$ cat src/hdl/b64d_pkg.sv
`timescale 1ns / 1ps
package b64d_pkg;

  localparam int SEXTET_W = 6;
  localparam int BYTE_W   = 8;
  localparam int QDEPTH   = 4;
  localparam int QPTR_W   = $clog2(QDEPTH);
  localparam int QCNT_W   = QPTR_W + 1;
  localparam int PCNT_W   = 3;

  localparam logic [PCNT_W-1:0] PEND_0 = 3'd0;
  localparam logic [PCNT_W-1:0] PEND_2 = 3'd2;
  localparam logic [PCNT_W-1:0] PEND_4 = 3'd4;
  localparam logic [PCNT_W-1:0] PEND_6 = 3'd6;

  localparam logic [BYTE_W-1:0] PRINT_LO = 8'h20;
  localparam logic [BYTE_W-1:0] PRINT_HI = 8'h7E;

  typedef struct packed {
    logic                eol;
    logic [SEXTET_W-1:0] sextet;
  } b64d_entry_t;

  typedef struct packed {
    logic full;
    logic empty;
  } b64d_qstat_t;

endpackage

$ cat src/hdl/b64d_front.sv
`timescale 1ns / 1ps
module b64d_front import b64d_pkg::*; (
  input  logic        in_valid,
  output logic        in_ready,
  input  logic [7:0]  in_symbol,
  input  logic        in_end_of_line,
  input  b64d_qstat_t qstat,
  output logic        push,
  output b64d_entry_t push_entry
);

  localparam logic [7:0] CH_UP_A = 8'h41;
  localparam logic [7:0] CH_UP_Z = 8'h5A;
  localparam logic [7:0] CH_LO_A = 8'h61;
  localparam logic [7:0] CH_LO_Z = 8'h7A;
  localparam logic [7:0] CH_D0   = 8'h30;
  localparam logic [7:0] CH_D9   = 8'h39;
  localparam logic [7:0] CH_PLUS = 8'h2B;
  localparam logic [7:0] CH_SL   = 8'h2F;
  localparam logic [7:0] CH_PAD  = 8'h3D;

  localparam logic [7:0] OFS_LO = 8'd26;
  localparam logic [7:0] OFS_D  = 8'd52;
  localparam logic [SEXTET_W-1:0] VAL_PLUS = 6'd62;
  localparam logic [SEXTET_W-1:0] VAL_SL   = 6'd63;

  logic [7:0]          diff;
  logic [SEXTET_W-1:0] sextet;

  always_comb begin
    diff   = 8'd0;
    sextet = '0;
    case (in_symbol) inside
      [CH_UP_A:CH_UP_Z]: begin
        diff   = in_symbol - CH_UP_A;
        sextet = diff[SEXTET_W-1:0];
      end
      [CH_LO_A:CH_LO_Z]: begin
        diff   = in_symbol - CH_LO_A + OFS_LO;
        sextet = diff[SEXTET_W-1:0];
      end
      [CH_D0:CH_D9]: begin
        diff   = in_symbol - CH_D0 + OFS_D;
        sextet = diff[SEXTET_W-1:0];
      end
      CH_PLUS: sextet = VAL_PLUS;
      CH_SL:   sextet = VAL_SL;
      CH_PAD:  sextet = '0;
      default: sextet = '0;
    endcase
  end

  assign in_ready          = ~qstat.full;
  assign push              = in_valid & in_ready;
  assign push_entry.eol    = in_end_of_line;
  assign push_entry.sextet = sextet;

endmodule

$ cat src/hdl/b64d_queue.sv
`timescale 1ns / 1ps
module b64d_queue import b64d_pkg::*; (
  input  logic        clk,
  input  logic        rst_n,
  input  logic        push,
  input  b64d_entry_t push_entry,
  input  logic        pop,
  output b64d_entry_t head,
  output b64d_qstat_t qstat
);

  b64d_entry_t       slot_r [QDEPTH];
  logic [QPTR_W-1:0] wr_ptr_r, wr_ptr_nxt;
  logic [QPTR_W-1:0] rd_ptr_r, rd_ptr_nxt;
  logic [QCNT_W-1:0] cnt_r, cnt_nxt;
  logic              do_push, do_pop;

  assign qstat.full  = (cnt_r == QCNT_W'(QDEPTH));
  assign qstat.empty = (cnt_r == '0);
  assign do_push     = push & ~qstat.full;
  assign do_pop      = pop & ~qstat.empty;
  assign head        = slot_r[rd_ptr_r];

  always_comb begin
    wr_ptr_nxt = do_push ? wr_ptr_r + 1'b1 : wr_ptr_r;
    rd_ptr_nxt = do_pop  ? rd_ptr_r + 1'b1 : rd_ptr_r;
    cnt_nxt    = cnt_r + QCNT_W'(do_push) - QCNT_W'(do_pop);
  end

  always_ff @(posedge clk) begin
    if (!rst_n) begin
      wr_ptr_r <= '0;
      rd_ptr_r <= '0;
      cnt_r    <= '0;
    end else begin
      wr_ptr_r <= wr_ptr_nxt;
      rd_ptr_r <= rd_ptr_nxt;
      cnt_r    <= cnt_nxt;
    end
  end

  always_ff @(posedge clk) begin
    if (do_push) begin
      slot_r[wr_ptr_r] <= push_entry;
    end
  end

endmodule

$ cat src/hdl/b64d_back.sv
`timescale 1ns / 1ps
module b64d_back import b64d_pkg::*; (
  input  logic        clk,
  input  logic        rst_n,
  input  logic        printable_only,
  input  b64d_entry_t head,
  input  b64d_qstat_t qstat,
  output logic        pop,
  output logic        out_valid,
  input  logic        out_ready,
  output logic [7:0]  out_data_byte,
  output logic        out_printable
);

  logic [SEXTET_W-1:0]   pend_r, pend_nxt;
  logic [PCNT_W-1:0]     pcnt_r, pcnt_nxt;
  logic                  out_valid_r, out_valid_nxt;
  logic [BYTE_W-1:0]     data_r, data_nxt;
  logic                  prt_r, prt_nxt;
  logic [2*SEXTET_W-1:0] merged;
  logic [BYTE_W-1:0]     byte_v;
  logic                  emit, pr;

  assign pop    = ~qstat.empty & (~out_valid_r | out_ready);
  assign merged = {pend_r, head.sextet};
  assign pr     = (byte_v >= PRINT_LO) && (byte_v <= PRINT_HI);

  always_comb begin
    byte_v   = merged[BYTE_W-1:0];
    emit     = 1'b1;
    pend_nxt = pend_r;
    pcnt_nxt = pcnt_r;
    case (pcnt_r)
      PEND_2: begin
        byte_v   = merged[7:0];
        pend_nxt = '0;
        pcnt_nxt = PEND_0;
      end
      PEND_4: begin
        byte_v   = merged[9:2];
        pend_nxt = {4'd0, merged[1:0]};
        pcnt_nxt = PEND_2;
      end
      PEND_6: begin
        byte_v   = merged[11:4];
        pend_nxt = {2'd0, merged[3:0]};
        pcnt_nxt = PEND_4;
      end
      default: begin
        emit     = 1'b0;
        pend_nxt = head.sextet;
        pcnt_nxt = PEND_6;
      end
    endcase
    if (!pop) begin
      emit     = 1'b0;
      pend_nxt = pend_r;
      pcnt_nxt = pcnt_r;
    end else if (head.eol) begin
      emit     = 1'b0;
      pend_nxt = '0;
      pcnt_nxt = PEND_0;
    end
  end

  always_comb begin
    out_valid_nxt = out_valid_r & ~out_ready;
    data_nxt      = data_r;
    prt_nxt       = prt_r;
    if (emit && (!printable_only || pr)) begin
      out_valid_nxt = 1'b1;
      data_nxt      = byte_v;
      prt_nxt       = pr;
    end
  end

  always_ff @(posedge clk) begin
    if (!rst_n) begin
      pend_r      <= '0;
      pcnt_r      <= PEND_0;
      out_valid_r <= 1'b0;
    end else begin
      pend_r      <= pend_nxt;
      pcnt_r      <= pcnt_nxt;
      out_valid_r <= out_valid_nxt;
    end
  end

  always_ff @(posedge clk) begin
    data_r <= data_nxt;
    prt_r  <= prt_nxt;
  end

  assign out_valid     = out_valid_r;
  assign out_data_byte = data_r;
  assign out_printable = prt_r;

endmodule

$ cat src/hdl/base64_stream_decoder.sv
// Accepted characters pass through the queue slots, then decoded bytes are registered in the output stage.
// Throughput: one character per cycle while the queue is not full; the 4-entry queue absorbs short output stalls.
// in_ready drops only when the queue is full.
// Reset (rst_n low, synchronous) empties the queue, clears pending bits and
// sets printable_only to 1.
`timescale 1ns / 1ps
module base64_stream_decoder import b64d_pkg::*; (
  input  logic       clk,
  input  logic       rst_n,
  input  logic       cfg_wr_en,
  input  logic       cfg_wr_data,
  input  logic       in_valid,
  output logic       in_ready,
  input  logic [7:0] in_symbol,
  input  logic       in_end_of_line,
  output logic       out_valid,
  input  logic       out_ready,
  output logic [7:0] out_data_byte,
  output logic       out_printable
);

  logic        printable_only_r, printable_only_nxt;
  logic        push, pop;
  b64d_entry_t push_entry, head;
  b64d_qstat_t qstat;

  assign printable_only_nxt = cfg_wr_en ? cfg_wr_data : printable_only_r;

  always_ff @(posedge clk) begin
    if (!rst_n) begin
      printable_only_r <= 1'b1;
    end else begin
      printable_only_r <= printable_only_nxt;
    end
  end

  b64d_front u_front (
    .in_valid       (in_valid),
    .in_ready       (in_ready),
    .in_symbol      (in_symbol),
    .in_end_of_line (in_end_of_line),
    .qstat          (qstat),
    .push           (push),
    .push_entry     (push_entry)
  );

  b64d_queue u_queue (
    .clk        (clk),
    .rst_n      (rst_n),
    .push       (push),
    .push_entry (push_entry),
    .pop        (pop),
    .head       (head),
    .qstat      (qstat)
  );

  b64d_back u_back (
    .clk            (clk),
    .rst_n          (rst_n),
    .printable_only (printable_only_r),
    .head           (head),
    .qstat          (qstat),
    .pop            (pop),
    .out_valid      (out_valid),
    .out_ready      (out_ready),
    .out_data_byte  (out_data_byte),
    .out_printable  (out_printable)
  );

endmodule

$ cat config.mk
export PLATFORM = sky130hd
export DESIGN_NAME = base64_stream_decoder
export DESIGN_NICKNAME = d
export VERILOG_FILES = /design/src/hdl/b64d_pkg.sv /design/src/hdl/b64d_front.sv /design/src/hdl/b64d_queue.sv /design/src/hdl/b64d_back.sv /design/src/hdl/base64_stream_decoder.sv
export SDC_FILE = /design/constraint.sdc
export NUM_CORES = 1
export LEC_CHECK = 0
export ABC_AREA = 1
export BUFFER_PORTS_ARGS = -buffer_cell sky130_fd_sc_hd__buf_2
export CAP_MARGIN = 0
export CORE_UTILIZATION = 44
export DETAILED_ROUTE_END_ITERATION = 8
export PLACE_DENSITY_LB_ADDON = 0.3
export SYNTH_ARGS = -nofsm -noshare
export SYNTH_HDL_FRONTEND = slang
export SYNTH_SLANG_ARGS = --single-unit
$ cat constraint.sdc
create_clock -name clk -period 3.5 [get_ports clk]
set_input_delay 0.175 -clock clk [delete_from_list [all_inputs] [get_ports clk]]
set_output_delay 0.175 -clock clk [all_outputs]
set_load 0.05 [all_outputs]
==> results by group <==
Outcome
  • Failing checks: DRC
  • Outcome: complete, but fails checks

Power
  • Leakage Power: ~1.4 nW
  • Int Power: 1.34 mW
  • Sequential Power Share: 0.422
  • Clock power frac: 0.154
  • Logic pwr share: 0.424
  • Switching share of power: 0.424
  • Peak supply drop: 0.283 mV
  • P_sw: 983 uW
  • PwrDens: ~710 nW/um^2

Yosys
  • Synth Instances: 331
  • Top-area cell type share of the netlist area: 0.372
  • Synthesized area per cell: about 9 um^2
  • Synth cell types: 37
  • Cell area after synthesis: 2990 um^2
  • Async S/R FF share, synth: 0
  • Synth area leader: edfxtp_1
  • Post-synth EDFFs: 37
  • Post-Syn Nets: 365
  • Count leader, synth: nand2_1
  • Yosys reg bits: 56
  • Synth warnings: 0
  • Top cells by count, synth: 69 x nand2_1, 48 x inv_1, 37 x edfxtp_1, 30 x nand3_1
  • Top_reg_cell synth: edfxtp_1
  • Seq/Total Area, Yosys: 0.499
  • Synth area leaders: edfxtp_1 37%, dfxtp_1 13%, nand2_1 8.7%

Die
  • Starting density of the core: 0.463
  • Placeable Area: 6460 um^2
  • DIE AREA: a little over 7000 um^2
  • Die Ht: around 84 um
  • Die width: around 84 um
  • Ports: 26
  • Rows: 29

Clocking
  • Worst-Skew Late Latency: 0.31 ns
  • CTS tree: done
  • CTS Hold Bufs: 0
  • H-tree depth: 2
  • Worst-path clk slew: 0.10 ns
  • Num CTS Buffers: 5
  • Max Buffers Root-to-Sink: 2
  • Clock root cell: clkbuf_8
  • Post-CTS Setup Bufs: 0
  • Post_cts resized: 0
  • CTS Sinks: 56

Worst setup path
  • WP data arrival: between 2 and 2.5 ns
  • CP Data Required Time: 3.50 ns
  • Max Fanout on Critical Path: 15
  • Worst path max stage delay: 0.63 ns
  • Worst path top cell family by delay: simple AND/OR/NAND/NOR gates
  • CP endpoint kind: register
  • Setup Crit Path Kind: register to register
  • Cell depth of the worst setup path: 12
  • Crit path max-delay cell type: dfxtp_1
  • CP most frequent cell: nand2_1
  • Cells along the critical path: inv_2, nand2_1, nand3_1, nand3_1, nand2_1, nor2_2, nor2_1, nand2_1, nand2_1, nand2_1, nand2_1, inv_1
  • R2R cell count: 12
  • CP startpoint kind: register
  • WP buf/inv: 2

Drt
  • Total Wirelength: 5.61 mm
  • Via Count: ~2300
  • DRT Pass-1 Iters: 6
  • Routed len/inst: around 13 um
  • Antenna Nets Post-Route: 0
  • Via density per instance: roughly 5.2
  • Residual DRC: 2
  • Starting DRT DRC Count: 162

Placed design
  • Dpl hpwl: 4.37 mm
  • Buffers on Ports: 25
  • Dpl cell area: between 3000 and 4000 um^2
  • Routability cong.: just over 0.9

Timing
  • Final number of hold-violating endpoints: 0
  • Worst-Margin Slew: 0.729 ns
  • RSZ-0062 raised after global routing: false
  • Slew Viols, Final: 0
  • Setup violators final: 0
  • Max_slew headroom: 0.512
  • Max Freq: 441 MHz
  • Minimum clock period: between 2 and 2.5 ns
  • Setup_tns: 0 ns
  • Tcrit/Tclk final: 0.647
  • Fin Clk Skew: 0.00739 ns

Min path
  • Worst min path class: primary input to register
  • Hold Crit Depth: 2

Layout
  • Layout cell share with drive strength beyond 1: 0.141
  • Inserted Diodes: 0
  • Register Area: 1490 um^2
  • Area of the multi-input gates: 1260 um^2
  • Layout Nets: 388
  • Layout area overhead: 8.79%
  • Filler instances: 621
  • Fin area: 3250 um^2

Global routing
  • All-layer global routing usage: 0.166
  • Vias in the first global route: 2047
  • Total grt overflow: 0
  • Antenna violations before repair: 0
  • First-pass GRT wire length: 9.37 mm
  • Largest net degree at the start of global routing: 19

Flow run
  • Max Cap Viol: 0
worst register-to-register path, delay by kind of cell, from the launching register on:
family | cells | cell delay, ns
flip-flops | 1 | 0.63
AND/OR/NAND/NOR | 10 | 0.84
buffers and inverters | 2 | 0.48
per-stage QoR:
stage / utilization / total power, mW / setup WS (ns) / hold slack, ns / instances
6_report: 0.504 / 2.32 / 1.23 / 0.0655 / 432
5_1_grt: 0.504 / 2.50 / 0.917 / 0.0539 / 432
4_1_cts: 0.504 / 2.34 / 1.21 / 0.0575 / 432
3_5_place_dp: 0.490 / 1.98 / 1.23 / 0.389 / 424
3_3_place_gp: 0.490 / 1.95 / 1.31 / 0.373 / 424
2_1_floorplan: - / 1.77 / 1.41 / 0.268 / 331
area by class of cell:
| cell class | count | share of cell area |
|---|---|---|
| Clock buffer | 5 | 0.0212 |
| Clock inverter | 3 | 0.00692 |
| Inverter | 51 | 0.0588 |
| Multi-Input combinational cell | 215 | 0.387 |
| Sequential cell | 56 | 0.458 |
| Tap cell | 77 | 0.0296 |
| Timing Repair Buffer | 25 | 0.0385 |
cell families after synthesis:
kind of cell	count (synthesis)	share of synthesized area
buffers and inverters	60	0.0808
and+or+nand+nor	137	0.211
DFF	56	0.499
xor gates and xnor gates	9	0.0264
AOI/OAI and AO/OA	50	0.101
adders and majority gates	19	0.0820
worst paths after layout:
kind / from / end / slack, ns
worst max-delay path: register / u_back.out_data_byte[1] / 1.23
worst min-delay path: cfg_wr_en / printable_only_r / 0.07
worst max register to register: register / u_back.out_data_byte[1] / 1.23
worst min register to register: u_queue.rd_ptr_r[1] / register / 0.47
layout by cell type (no fill, tap or decap), types with 2 or more instances in the layout:
cell type	count
edfxtp_1	37
nand4_1	6
clkbuf_8	5
nor3_1	3
o21ai_0	16
inv_1	48
ha_1	18
xor2_1	7
nor2_1	16
dfxtp_1	19
a21oi_1	19
nand3_2	6
nand3_1	30
nand2_1	69
inv_2	2
buf_2	25
nand2_2	2
xnor2_1	2
nor2_2	2
o2111ai_1	5
power by group through the flow:
stage / sequential [mW] / clock, mW / combinational [mW]
floorplan: 1.03 / 0 / 0.744
finish: 0.979 / 0.358 / 0.983
detailed placement: 0.996 / 0 / 0.985
global route: 1.00 / 0.388 / 1.12
global placement: 0.993 / 0 / 0.961
CTS: 0.980 / 0.365 / 0.990
flip-flops by register name (all words and copies together) (netlist names), named ones only:
signal / cells
u_back.pcnt_r: 2
u_queue.slot_r: 28
u_queue.rd_ptr_r: 2
u_back.pend_r: 6
u_back.out_printable: 1
u_queue.cnt_r: 3
u_queue.wr_ptr_r: 2
u_back.out_valid: 1
u_back.out_data_byte: 8
printable_only_r: 1
metal layers:
layer	vias up	global-route usage	routed length, um
met5	-	0	0
met1	1044	0.207	2570
met4	0	0.0601	78
met2	49	0.291	2760
li1	1153	-	-
met3	6	0.0295	196
(Power assumes the default switching activity.)
